<file path="src/sv/ftl_pkg.sv">
package ftl_pkg;

  localparam int BLOCK_COUNT       = 8;
  localparam int BLOCK_PAGES       = 8;
  localparam int MAX_LOGICAL_PAGES = 64;
  localparam int TOTAL_PAGES       = BLOCK_COUNT * BLOCK_PAGES;

  localparam int BLK_W = $clog2(BLOCK_COUNT);
  localparam int IDX_W = $clog2(BLOCK_PAGES);
  localparam int PG_W  = BLK_W + IDX_W;
  localparam int LPN_W = $clog2(MAX_LOGICAL_PAGES);
  localparam int CNT_W = BLK_W + 1;
  localparam int ENT_W = 10;

  localparam logic [1:0] PS_UNWRITTEN = 2'd0;
  localparam logic [1:0] PS_ERASED    = 2'd1;
  localparam logic [1:0] PS_VALID     = 2'd2;

  localparam logic [7:0] ERASED_BYTE = 8'h20;

  localparam logic [1:0] OP_READ  = 2'd0;
  localparam logic [1:0] OP_WRITE = 2'd1;
  localparam logic [1:0] OP_TRIM  = 2'd2;
  localparam logic [1:0] OP_UPKEEP = 2'd3;

  localparam logic [1:0] ST_OK       = 2'd0;
  localparam logic [1:0] ST_ILLEGAL  = 2'd1;
  localparam logic [1:0] ST_UNMAPPED = 2'd2;
  localparam logic [1:0] ST_NOFREE   = 2'd3;

  localparam logic [1:0] MODE_DIRECT = 2'd0;
  localparam logic [1:0] MODE_IDEAL  = 2'd2;

  localparam logic [1:0] CFG_MODE = 2'd0;
  localparam logic [1:0] CFG_LPC  = 2'd1;
  localparam logic [1:0] CFG_LWM  = 2'd2;
  localparam logic [1:0] CFG_HWM  = 2'd3;

  typedef struct packed {
    logic [1:0] mode;
    logic [6:0] lpc;
    logic [3:0] lwm;
    logic [3:0] hwm;
  } cfg_t;

  typedef struct packed {
    logic [1:0] status;
    logic [7:0] rbyte;
    logic [5:0] phys;
  } res_t;

endpackage

</file>
<file path="src/sv/ftl_ram.sv">
module ftl_ram #(
  parameter int W     = 8,
  parameter int DEPTH = 64
) (
  input  logic                     clk,
  input  logic                     we,
  input  logic [$clog2(DEPTH)-1:0] waddr,
  input  logic [W-1:0]             wdata,
  input  logic [$clog2(DEPTH)-1:0] raddr,
  output logic [W-1:0]             rdata
);

  logic [W-1:0] mem [DEPTH];

  always_ff @(posedge clk) begin
    if (we) begin
      mem[waddr] <= wdata;
    end
    rdata <= mem[raddr];
  end

endmodule

</file>
<file path="src/sv/ftl_ctrl.sv">
module ftl_ctrl (
  input  logic          clk,
  input  logic          rst_n,
  input  ftl_pkg::cfg_t cfg,
  input  logic          in_valid,
  output logic          in_ready,
  input  logic [1:0]    op,
  input  logic [6:0]    la,
  input  logic [7:0]    wb,
  output logic          res_valid,
  input  logic          res_free,
  output ftl_pkg::res_t res
);
  import ftl_pkg::*;

  typedef enum logic [4:0] {
    S_IDLE, S_DISP, S_RD_B, S_RD_C, S_IDW, S_DIR_A, S_DIR_B, S_DIRF,
    S_APP, S_CLM_A, S_CLM_B, S_ERS, S_PROG, S_FREE_A, S_FREE_B,
    S_CB, S_CB_B, S_CNXT, S_LV_A, S_LV_B, S_LV_C, S_LVE, S_RL, S_RL_B,
    S_RLN, S_DONE
  } state_t;

  localparam logic [BLK_W-1:0] BLK_LAST = BLK_W'(BLOCK_COUNT - 1);
  localparam logic [IDX_W-1:0] IDX_LAST = IDX_W'(BLOCK_PAGES - 1);

  state_t            state_r;
  logic [1:0]        op_r;
  logic [6:0]        la_r;
  logic [7:0]        wb_r;
  logic [IDX_W-1:0]  idx_r, eidx_r;
  logic [BLK_W-1:0]  blk_r, tries_r, cblk_r, ers_blk_r, open_blk_r, cstart_r;
  logic [3:0]        cleaned_r;
  logic [CNT_W-1:0]  fcnt_r;
  logic [BLOCK_PAGES-1:0] live_r;
  logic              revok_r, ers_col_r, reloc_r, cur_open_r;
  logic [LPN_W-1:0]  ala_r;
  logic [7:0]        dat_r;
  logic [PG_W-1:0]   rp_r, cursor_r;
  res_t              res_r;

  logic [TOTAL_PAGES-1:0]       pg_vld_r, rev_vld_r, rev_vld_nxt;
  logic [MAX_LOGICAL_PAGES-1:0] fwd_vld_r;
  logic                         pg_vq_r, fwd_vq_r, rev_vq_r;

  logic [PG_W-1:0]   pg_raddr, pg_waddr, rev_raddr, rev_waddr;
  logic [LPN_W-1:0]  fwd_raddr, fwd_waddr, rev_wdata;
  logic [ENT_W-1:0]  pg_wdata, pg_q;
  logic [PG_W-1:0]   fwd_wdata, fwd_q;
  logic [LPN_W-1:0]  rev_q;
  logic              pg_we, fwd_we, rev_we, fwd_clr, rev_clr;

  logic [6:0]        limit;
  logic              legal, logm;
  logic [1:0]        pst;
  logic [7:0]        pbyte;
  logic [LPN_W-1:0]  lpn;
  logic [PG_W-1:0]   la_pg, lv_pg, dir_pg;
  logic              lv_bit;
  logic [CNT_W-1:0]  fcnt_add;
  logic [3:0]        cleaned_add;

  assign limit = (cfg.lpc > 7'(MAX_LOGICAL_PAGES)) ? 7'(MAX_LOGICAL_PAGES) : cfg.lpc;
  assign legal = la_r < limit;
  assign logm  = cfg.mode[0];
  assign pst   = pg_vq_r ? pg_q[9:8] : PS_UNWRITTEN;
  assign pbyte = pg_vq_r ? pg_q[7:0] : ERASED_BYTE;
  assign lpn   = la_r[LPN_W-1:0];
  assign la_pg = la_r[PG_W-1:0];
  assign lv_pg = {cblk_r, idx_r};
  assign dir_pg = {la_r[PG_W-1:IDX_W], idx_r};
  assign lv_bit = revok_r && fwd_vq_r && (fwd_q == lv_pg);
  assign fcnt_add = fcnt_r + CNT_W'(pst != PS_VALID);
  assign cleaned_add = cleaned_r + 4'd1;

  ftl_ram #(.W(ENT_W), .DEPTH(TOTAL_PAGES)) u_page (
    .clk(clk), .we(pg_we), .waddr(pg_waddr), .wdata(pg_wdata),
    .raddr(pg_raddr), .rdata(pg_q)
  );
  ftl_ram #(.W(PG_W), .DEPTH(MAX_LOGICAL_PAGES)) u_fwd (
    .clk(clk), .we(fwd_we), .waddr(fwd_waddr), .wdata(fwd_wdata),
    .raddr(fwd_raddr), .rdata(fwd_q)
  );
  ftl_ram #(.W(LPN_W), .DEPTH(TOTAL_PAGES)) u_rev (
    .clk(clk), .we(rev_we), .waddr(rev_waddr), .wdata(rev_wdata),
    .raddr(rev_raddr), .rdata(rev_q)
  );

  // memory requests follow the state alone; reads are consumed one state later
  always_comb begin
    pg_raddr  = '0;
    fwd_raddr = '0;
    rev_raddr = '0;
    pg_we     = 1'b0;
    pg_waddr  = '0;
    pg_wdata  = '0;
    fwd_we    = 1'b0;
    fwd_waddr = '0;
    fwd_wdata = '0;
    rev_we    = 1'b0;
    rev_waddr = '0;
    rev_wdata = '0;
    fwd_clr   = 1'b0;
    rev_clr   = 1'b0;
    unique case (state_r)
      S_DISP: begin
        fwd_raddr = lpn;
        fwd_clr   = (op_r == OP_TRIM) && legal;
      end
      S_RD_B:  pg_raddr = fwd_q;
      S_DIR_A: pg_raddr = dir_pg;
      S_DIR_B: begin
        pg_we    = 1'b1;
        pg_waddr = dir_pg;
        if (dir_pg == la_pg) begin
          pg_wdata = {PS_VALID, wb_r};
        end else if (pst == PS_VALID) begin
          pg_wdata = {PS_VALID, pbyte};
        end else begin
          pg_wdata = {PS_ERASED, ERASED_BYTE};
        end
      end
      S_IDW, S_DIRF: begin
        pg_we     = (state_r == S_IDW);
        pg_waddr  = la_pg;
        pg_wdata  = {PS_VALID, wb_r};
        fwd_we    = 1'b1;
        fwd_waddr = lpn;
        fwd_wdata = la_pg;
        rev_we    = 1'b1;
        rev_waddr = la_pg;
        rev_wdata = lpn;
      end
      S_CLM_A, S_FREE_A: pg_raddr = {blk_r, IDX_W'(0)};
      S_CB:    pg_raddr = {cblk_r, IDX_W'(0)};
      S_ERS: begin
        pg_we    = 1'b1;
        pg_waddr = {ers_blk_r, eidx_r};
        pg_wdata = {PS_ERASED, ERASED_BYTE};
      end
      S_PROG: begin
        pg_we     = 1'b1;
        pg_waddr  = cursor_r;
        pg_wdata  = {PS_VALID, dat_r};
        fwd_we    = 1'b1;
        fwd_waddr = ala_r;
        fwd_wdata = cursor_r;
        rev_we    = 1'b1;
        rev_waddr = cursor_r;
        rev_wdata = ala_r;
        rev_clr   = reloc_r;
      end
      S_LV_A:  rev_raddr = lv_pg;
      S_LV_B:  fwd_raddr = rev_q;
      S_RL: begin
        rev_raddr = lv_pg;
        pg_raddr  = lv_pg;
      end
      default: begin
      end
    endcase
  end

  // drop the relocated page's reverse entry and set the new one together
  always_comb begin
    rev_vld_nxt = rev_vld_r;
    if (rev_clr) begin
      rev_vld_nxt[rp_r] = 1'b0;
    end
    if (rev_we) begin
      rev_vld_nxt[rev_waddr] = 1'b1;
    end
  end

  // entry valid bits: a clear entry reads as its reset value
  always_ff @(posedge clk) begin
    if (!rst_n) begin
      pg_vld_r  <= '0;
      fwd_vld_r <= '0;
      rev_vld_r <= '0;
      pg_vq_r   <= 1'b0;
      fwd_vq_r  <= 1'b0;
      rev_vq_r  <= 1'b0;
    end else begin
      if (pg_we) begin
        pg_vld_r[pg_waddr] <= 1'b1;
      end
      if (fwd_clr) begin
        fwd_vld_r[lpn] <= 1'b0;
      end
      if (fwd_we) begin
        fwd_vld_r[fwd_waddr] <= 1'b1;
      end
      rev_vld_r <= rev_vld_nxt;
      pg_vq_r  <= pg_vld_r[pg_raddr];
      fwd_vq_r <= fwd_vld_r[fwd_raddr];
      rev_vq_r <= rev_vld_r[rev_raddr];
    end
  end

  always_ff @(posedge clk) begin
    if (!rst_n) begin
      state_r    <= S_IDLE;
      cur_open_r <= 1'b0;
      cursor_r   <= '0;
      open_blk_r <= '0;
      cstart_r   <= '0;
      reloc_r    <= 1'b0;
      ers_col_r  <= 1'b0;
    end else begin
      unique case (state_r)
        S_IDLE: begin
          if (in_valid) begin
            op_r    <= op;
            la_r    <= la;
            wb_r    <= wb;
            res_r   <= '{status: ST_OK, rbyte: 8'd0, phys: 6'd0};
            state_r <= S_DISP;
          end
        end
        S_DISP: begin
          if (op_r == OP_UPKEEP) begin
            if (logm) begin
              fcnt_r  <= '0;
              blk_r   <= '0;
              state_r <= S_FREE_A;
            end else begin
              state_r <= S_DONE;
            end
          end else if (!legal) begin
            res_r.status <= ST_ILLEGAL;
            state_r      <= S_DONE;
          end else if (op_r == OP_READ) begin
            if (!fwd_vld_r[lpn]) begin
              res_r.status <= ST_UNMAPPED;
              state_r      <= S_DONE;
            end else begin
              state_r <= S_RD_B;
            end
          end else if (op_r == OP_TRIM) begin
            if (!fwd_vld_r[lpn]) begin
              res_r.status <= ST_UNMAPPED;
            end
            state_r <= S_DONE;
          end else if (logm) begin
            ala_r   <= lpn;
            dat_r   <= wb_r;
            reloc_r <= 1'b0;
            state_r <= S_APP;
          end else if (cfg.mode == MODE_IDEAL) begin
            state_r <= S_IDW;
          end else begin
            idx_r   <= '0;
            state_r <= S_DIR_A;
          end
        end
        S_RD_B: begin
          rp_r    <= fwd_q;
          state_r <= S_RD_C;
        end
        S_RD_C: begin
          res_r.rbyte <= pbyte;
          res_r.phys  <= 6'(rp_r);
          state_r     <= S_DONE;
        end
        S_IDW, S_DIRF: begin
          res_r.phys <= 6'(la_pg);
          state_r    <= S_DONE;
        end
        S_DIR_A: state_r <= S_DIR_B;
        S_DIR_B: begin
          idx_r   <= idx_r + 1'b1;
          state_r <= (idx_r == IDX_LAST) ? S_DIRF : S_DIR_A;
        end
        S_APP: begin
          if (cur_open_r) begin
            state_r <= S_PROG;
          end else begin
            tries_r <= '0;
            blk_r   <= open_blk_r;
            state_r <= S_CLM_A;
          end
        end
        S_CLM_A: state_r <= S_CLM_B;
        S_CLM_B: begin
          if (pst == PS_VALID) begin
            if (tries_r == BLK_LAST) begin
              res_r.status <= ST_NOFREE;
              state_r      <= S_DONE;
            end else begin
              tries_r <= tries_r + 1'b1;
              blk_r   <= blk_r + 1'b1;
              state_r <= S_CLM_A;
            end
          end else if (pst == PS_UNWRITTEN) begin
            ers_blk_r <= blk_r;
            ers_col_r <= 1'b0;
            eidx_r    <= '0;
            state_r   <= S_ERS;
          end else begin
            cursor_r   <= {blk_r, IDX_W'(0)};
            cur_open_r <= 1'b1;
            open_blk_r <= blk_r;
            state_r    <= S_PROG;
          end
        end
        S_ERS: begin
          eidx_r <= eidx_r + 1'b1;
          if (eidx_r == IDX_LAST) begin
            if (ers_col_r) begin
              if (cleaned_add >= cfg.hwm) begin
                cstart_r <= cblk_r;
                state_r  <= S_DONE;
              end else begin
                cleaned_r <= cleaned_add;
                state_r   <= S_CNXT;
              end
            end else begin
              cursor_r   <= {blk_r, IDX_W'(0)};
              cur_open_r <= 1'b1;
              open_blk_r <= blk_r;
              state_r    <= S_PROG;
            end
          end
        end
        S_PROG: begin
          cursor_r <= cursor_r + 1'b1;
          if (cursor_r[IDX_W-1:0] == IDX_LAST) begin
            cur_open_r <= 1'b0;
          end
          if (reloc_r) begin
            state_r <= S_RLN;
          end else begin
            res_r.phys <= 6'(cursor_r);
            state_r    <= S_DONE;
          end
        end
        S_FREE_A: state_r <= S_FREE_B;
        S_FREE_B: begin
          fcnt_r <= fcnt_add;
          blk_r  <= blk_r + 1'b1;
          if (blk_r != BLK_LAST) begin
            state_r <= S_FREE_A;
          end else if (int'(fcnt_add) <= int'(cfg.lwm)) begin
            cblk_r    <= cstart_r;
            cleaned_r <= '0;
            state_r   <= S_CB;
          end else begin
            state_r <= S_DONE;
          end
        end
        S_CB: state_r <= (cblk_r == open_blk_r) ? S_CNXT : S_CB_B;
        S_CB_B: begin
          if (pst == PS_ERASED) begin
            state_r <= S_CNXT;
          end else begin
            idx_r   <= '0;
            live_r  <= '0;
            state_r <= S_LV_A;
          end
        end
        S_CNXT: begin
          if (cblk_r == BLK_LAST) begin
            state_r <= S_DONE;
          end else begin
            cblk_r  <= cblk_r + 1'b1;
            state_r <= S_CB;
          end
        end
        S_LV_A: state_r <= S_LV_B;
        S_LV_B: begin
          revok_r <= rev_vq_r;
          state_r <= S_LV_C;
        end
        S_LV_C: begin
          live_r[idx_r] <= lv_bit;
          idx_r         <= idx_r + 1'b1;
          state_r       <= (idx_r == IDX_LAST) ? S_LVE : S_LV_A;
        end
        S_LVE: begin
          if (&live_r) begin
            state_r <= S_CNXT;
          end else begin
            idx_r   <= '0;
            state_r <= S_RL;
          end
        end
        S_RL: begin
          if (live_r[idx_r]) begin
            state_r <= S_RL_B;
          end else begin
            state_r <= S_RLN;
          end
        end
        S_RL_B: begin
          ala_r   <= rev_q;
          dat_r   <= pbyte;
          rp_r    <= lv_pg;
          reloc_r <= 1'b1;
          state_r <= S_APP;
        end
        S_RLN: begin
          if (idx_r == IDX_LAST) begin
            ers_blk_r <= cblk_r;
            ers_col_r <= 1'b1;
            eidx_r    <= '0;
            state_r   <= S_ERS;
          end else begin
            idx_r   <= idx_r + 1'b1;
            state_r <= S_RL;
          end
        end
        S_DONE: begin
          if (res_free) begin
            state_r <= S_IDLE;
          end
        end
        default: state_r <= S_IDLE;
      endcase
    end
  end

  assign in_ready  = (state_r == S_IDLE);
  assign res_valid = (state_r == S_DONE);
  assign res       = res_r;

endmodule

</file>
<file path="src/sv/flash_translation_layer_core.sv">
// A log write may include a block claim and erase, and upkeep may run a collection
// pass that walks each block's pages through the maps.
// One request is in flight at a time; the sequencer over the page, forward and
// reverse memories sets the rate. A new request is taken while a result waits.
// Reset is synchronous: maps and page states read as cleared at once, no sweep.
module flash_translation_layer_core (
  input  logic       clk,
  input  logic       rst_n,
  input  logic       in_valid,
  output logic       in_ready,
  input  logic [1:0] in_op,
  input  logic [6:0] in_logical_address,
  input  logic [7:0] in_write_byte,
  output logic       out_valid,
  input  logic       out_ready,
  output logic [1:0] out_status,
  output logic [7:0] out_read_byte,
  output logic [5:0] out_physical_page,
  input  logic       cfg_valid,
  output logic       cfg_ready,
  input  logic [1:0] cfg_index,
  input  logic [6:0] cfg_data
);
  import ftl_pkg::*;

  cfg_t cfg_r;
  res_t res, out_r;
  logic res_valid, res_free, out_valid_r;

  assign cfg_ready = 1'b1;

  always_ff @(posedge clk) begin
    if (!rst_n) begin
      cfg_r <= '{mode: MODE_DIRECT, lpc: 7'd50, lwm: 4'd8, hwm: 4'd8};
    end else if (cfg_valid) begin
      unique case (cfg_index)
        CFG_MODE: cfg_r.mode <= cfg_data[1:0];
        CFG_LPC:  cfg_r.lpc  <= cfg_data;
        CFG_LWM:  cfg_r.lwm  <= cfg_data[3:0];
        CFG_HWM:  cfg_r.hwm  <= cfg_data[3:0];
        default:  cfg_r      <= cfg_r;
      endcase
    end
  end

  ftl_ctrl u_ctrl (
    .clk(clk), .rst_n(rst_n), .cfg(cfg_r),
    .in_valid(in_valid), .in_ready(in_ready),
    .op(in_op), .la(in_logical_address), .wb(in_write_byte),
    .res_valid(res_valid), .res_free(res_free), .res(res)
  );

  assign res_free = !out_valid_r || out_ready;

  // output register: hold the transaction until taken
  always_ff @(posedge clk) begin
    if (!rst_n) begin
      out_valid_r <= 1'b0;
    end else if (res_free) begin
      out_valid_r <= res_valid;
    end
  end

  always_ff @(posedge clk) begin
    if (res_valid && res_free) begin
      out_r <= res;
    end
  end

  assign out_valid         = out_valid_r;
  assign out_status        = out_r.status;
  assign out_read_byte     = out_r.rbyte;
  assign out_physical_page = out_r.phys;

endmodule

</file>
<file path="config.mk">
export PLATFORM = sky130hd
export DESIGN_NAME = flash_translation_layer_core
export DESIGN_NICKNAME = d
export VERILOG_FILES = /design/src/sv/ftl_pkg.sv /design/src/sv/ftl_ram.sv /design/src/sv/ftl_ctrl.sv /design/src/sv/flash_translation_layer_core.sv
export SDC_FILE = /design/constraint.sdc
export NUM_CORES = 2
export LEC_CHECK = 0
export ABC_AREA = 0
export BUFFER_PORTS_ARGS = -buffer_cell sky130_fd_sc_hd__buf_2
export CORE_UTILIZATION = 35
export CTS_CLUSTER_DIAMETER = 100
export DETAILED_ROUTE_END_ITERATION = 10
export GPL_ROUTABILITY_DRIVEN = 0
export GPL_TIMING_DRIVEN = 0
export PLACE_DENSITY = 0.59
export SYNTH_ARGS = -nofsm -noshare
export SYNTH_HDL_FRONTEND = slang
export SYNTH_SLANG_ARGS = --single-unit
</file>
<file path="constraint.sdc">
create_clock -name clk -period 5 [get_ports clk]
set_input_delay 0.25 -clock clk [delete_from_list [all_inputs] [get_ports clk]]
set_output_delay 0.25 -clock clk [all_outputs]
set_load 0.02 [all_outputs]
</file>
==> summary.txt <==
Global route
  – Largest net degree at the start of global routing: 74
  – GRT Total Usage: 22.0%
  – Initial antenna violation count: 5
  – First-pass GRT wire length: 340000 um
  – Vias in the first global route: 49036
  – Total congestion overflow: 0

Clock network
  – H-tree levels: 4
  – TritonCTS clock tree: yes
  – Clk_lat worst skew: 0.87 ns
  – CTS buffer count: 176
  – Sink Count: 1767
  – Post-CTS Setup Repair Bufs: 0
  – Clock Tree Buf Depth: 3
  – Clock Pin Slew Worst Setup and Hold Paths: 0.07 ns
  – CTS Root Cell: clkbuf_16

Synth
  – Synth Warn #: 0
  – Commonest cells post-synth: edfxtp_1 (1512), nand2_1 (1200), nand3_1 (412)
  – Top post-synthesis cells by area: edfxtp_1 (62%), dfxtp_1 (6.9%), nand2_1 (6.1%)
  – Synth top area share: 61.7%
  – Yosys top cell by area: edfxtp_1
  – FFs w/ async S/R, synth: 0%
  – Net Count, Synth: 5821
  – Mean Syn Cell Area: 12.8 um^2
  – FF+latch count, synth: 1767
  – Top-count cell post-synth: edfxtp_1
  – Top FF cell, synth: edfxtp_1
  – Distinct cells, synth: 89
  – Cells after synthesis: 5761
  – Post-Syn Area: 73600 um^2
  – EDFF count, synth: 1512
  – Seq/Total Area, Yosys: 68.6%

Timing
  – Layout Skew: 0.0496 ns
  – RSZ-0062 raised after global routing: yes
  – Fin. Hold Viols: 0
  – Fin crit share: 102%
  – Sum of negative setup slack: -2.63 ns
  – Worst-margin pin slew: 1.52 ns
  – Max-slew violation count: 2
  – Tmin final: 5.12 ns
  – Final Worst Setup Slack: -0.118 ns
  – Setup violators final: 49
  – Fmax: 195 MHz
  – Slew margin rel.: -4.04%

Floorplan
  – Die width: 461 um
  – Die area: 212000 um^2
  – Core outline area: 209000 um^2
  – Initial Util: 35.2%
  – IO Count: 50
  – Die H: 461 um
  – Row count: 168

Placement
  – Port bufs: 48
  – Post-Place Worst Slack: -0.357 ns
  – Dpl hpwl: 165000 um

Layout
  – Final nets: 6095
  – Layout cells sized above 1: 12.3%
  – Area Overhead vs Synth: 14.1%

Power and ir drop
  – Worst vdd ir: 0.000346 V
  – LEAKAGE: 29.6 nW
  – P per Cell Area: 445 nW/um^2

Critical path
  – Worst Path Required: 5.46 ns
  – Max FO, Critical Path: 69
  – Crit Path Class: flop to flop
  – WP data arrival: 5.58 ns
  – CP Capture Type: flop
  – Critical Path Start Type: flop
  – R2R Path Start: u_ctrl.state_r[4]
  – Worst setup startpoint: u_ctrl.state_r[4]

Hold path
  – Worst min-delay path class: input pin to flop
  – Critical hold path startpoint: rst_n

Route
  – DR pass1 iterations: 9
  – Post-Route WL: 239000 um
  – Via density: 5.73
  – Initial detailed-routing violation count: 7363
  – Routed length per instance: 26.6 um
  – Post-route ant nets: 0
  – Routed vias: 51518
  – DRC errors left: 0

Run status
  – Status: complete, but fails checks
  – Violated checks: capacitance limit, slew limit, setup timing

Run
  – Maxcap violations: 2
kinds of logic after synthesis:
kind of cell               synth area share (%)
and+or+nand+nor                            13.4
DFF                                        68.6
AOI/OAI and AO/OA                          10.8
buffers and inverters                      2.63
muxes                                      3.93
adders and majority gates                 0.493
xor gates and xnor gates                  0.190
other                                   0.00509
stage by stage:
step	cells	instance area, um^2	total power [mW]	util [%]	hold WS [ns]
after floorplan	5761	73600	20.9	-	0.349
after global placement	8614	77400	24.1	37.0	0.407
after detailed placement	8630	77800	24.1	37.2	0.414
after CTS	8991	83900	37.2	40.1	0.0217
after global routing	8993	84000	38.2	40.1	0.0719
final	8994	84000	37.4	40.1	0.0868
placed cells by master (no fill, tap or decap), types with 58 or more instances in the layout:
| master | instances |
|---|---|
| nor2_1 | 205 |
| o21a_1 | 252 |
| clkbuf_16 | 179 |
| nor2_2 | 58 |
| o21ai_0 | 137 |
| buf_2 | 188 |
| edfxtp_1 | 1512 |
| o22ai_1 | 84 |
| a31oi_1 | 109 |
| o221ai_1 | 68 |
| nand2_1 | 1192 |
| and3_1 | 138 |
| a21oi_1 | 98 |
| mux4_2 | 89 |
| dfxtp_1 | 255 |
| clkbuf_1 | 220 |
| a211oi_1 | 59 |
| nand3_1 | 412 |
registers in the layout, indices dropped and copies added, names as in the netlist, 7 cells and up:
register             flops
u_ctrl.la_r              7
u_ctrl.u_rev.mem       384
u_ctrl.fwd_vld_r        64
u_ctrl.u_page.mem      640
u_ctrl.u_page.rdata     10
u_ctrl.res              16
cfg_r                   17
u_ctrl.wb_r              8
u_ctrl.u_fwd.mem       384
u_ctrl.live_r            8
out_read_byte            8
u_ctrl.pg_vld_r         64
u_ctrl.rev_vld_r        64
u_ctrl.dat_r             8
path summary, 6_finish.rpt:
check | end | slack, ns | cells after the start
worst max-delay path | u_ctrl.u_page.mem[54][6] | -0.12 | 12
worst min-delay path | u_ctrl.blk_r[0] | 0.09 | 3
worst max register to register | u_ctrl.u_page.mem[54][6] | -0.12 | 12
worst min register to register | out_read_byte[4] | 0.42 | 0
metal layers:
metal / vias up / global-route usage, % / part of all wire, %
li1: 22209 / - / -
met1: 25664 / 29.6 / 40
met2: 3019 / 34.0 / 45
met3: 626 / 4.99 / 10
met4: 0 / 9.18 / 4.7
met5: - / 0 / 0
where the power goes:
part / switching, mW / internal (mW)
sequential: 0.235 / 16.3
clock: 5.89 / 7.30
combinational: 5.62 / 2.01
area by class of cell:
class | count | area, um^2
antenna | 2 | 5.00
buffer | 381 | 1740
clock buffer | 232 | 4800
clock inverter | 98 | 925
fill | 19630 | 125000
inverter | 53 | 224
multi-input combinational | 3560 | 21400
sequential | 1767 | 50500
tap | 2805 | 3510
timing repair buffer | 96 | 886
worst max-delay path: stages (launching register included):
cell and delay [ns]:
dfxtp_1 0.42, buf_4 0.25, nor2_1 0.09, buf_6 0.16
nand2_2 0.21, nor2_2 0.09, buf_6 0.16, a22oi_2 0.38
inv_4 0.43, a221oi_1 0.40, and2_1 0.29, nand3_1 0.60
nor2_1 1.20
repair_timing:
item	CTS	global route
endpoints found under the setup margin	608	490
hold buffers	31	0
endpoints found under the hold margin	46	0
resized for setup	20	47
Note: power is estimated with default switching activity, not from simulation.
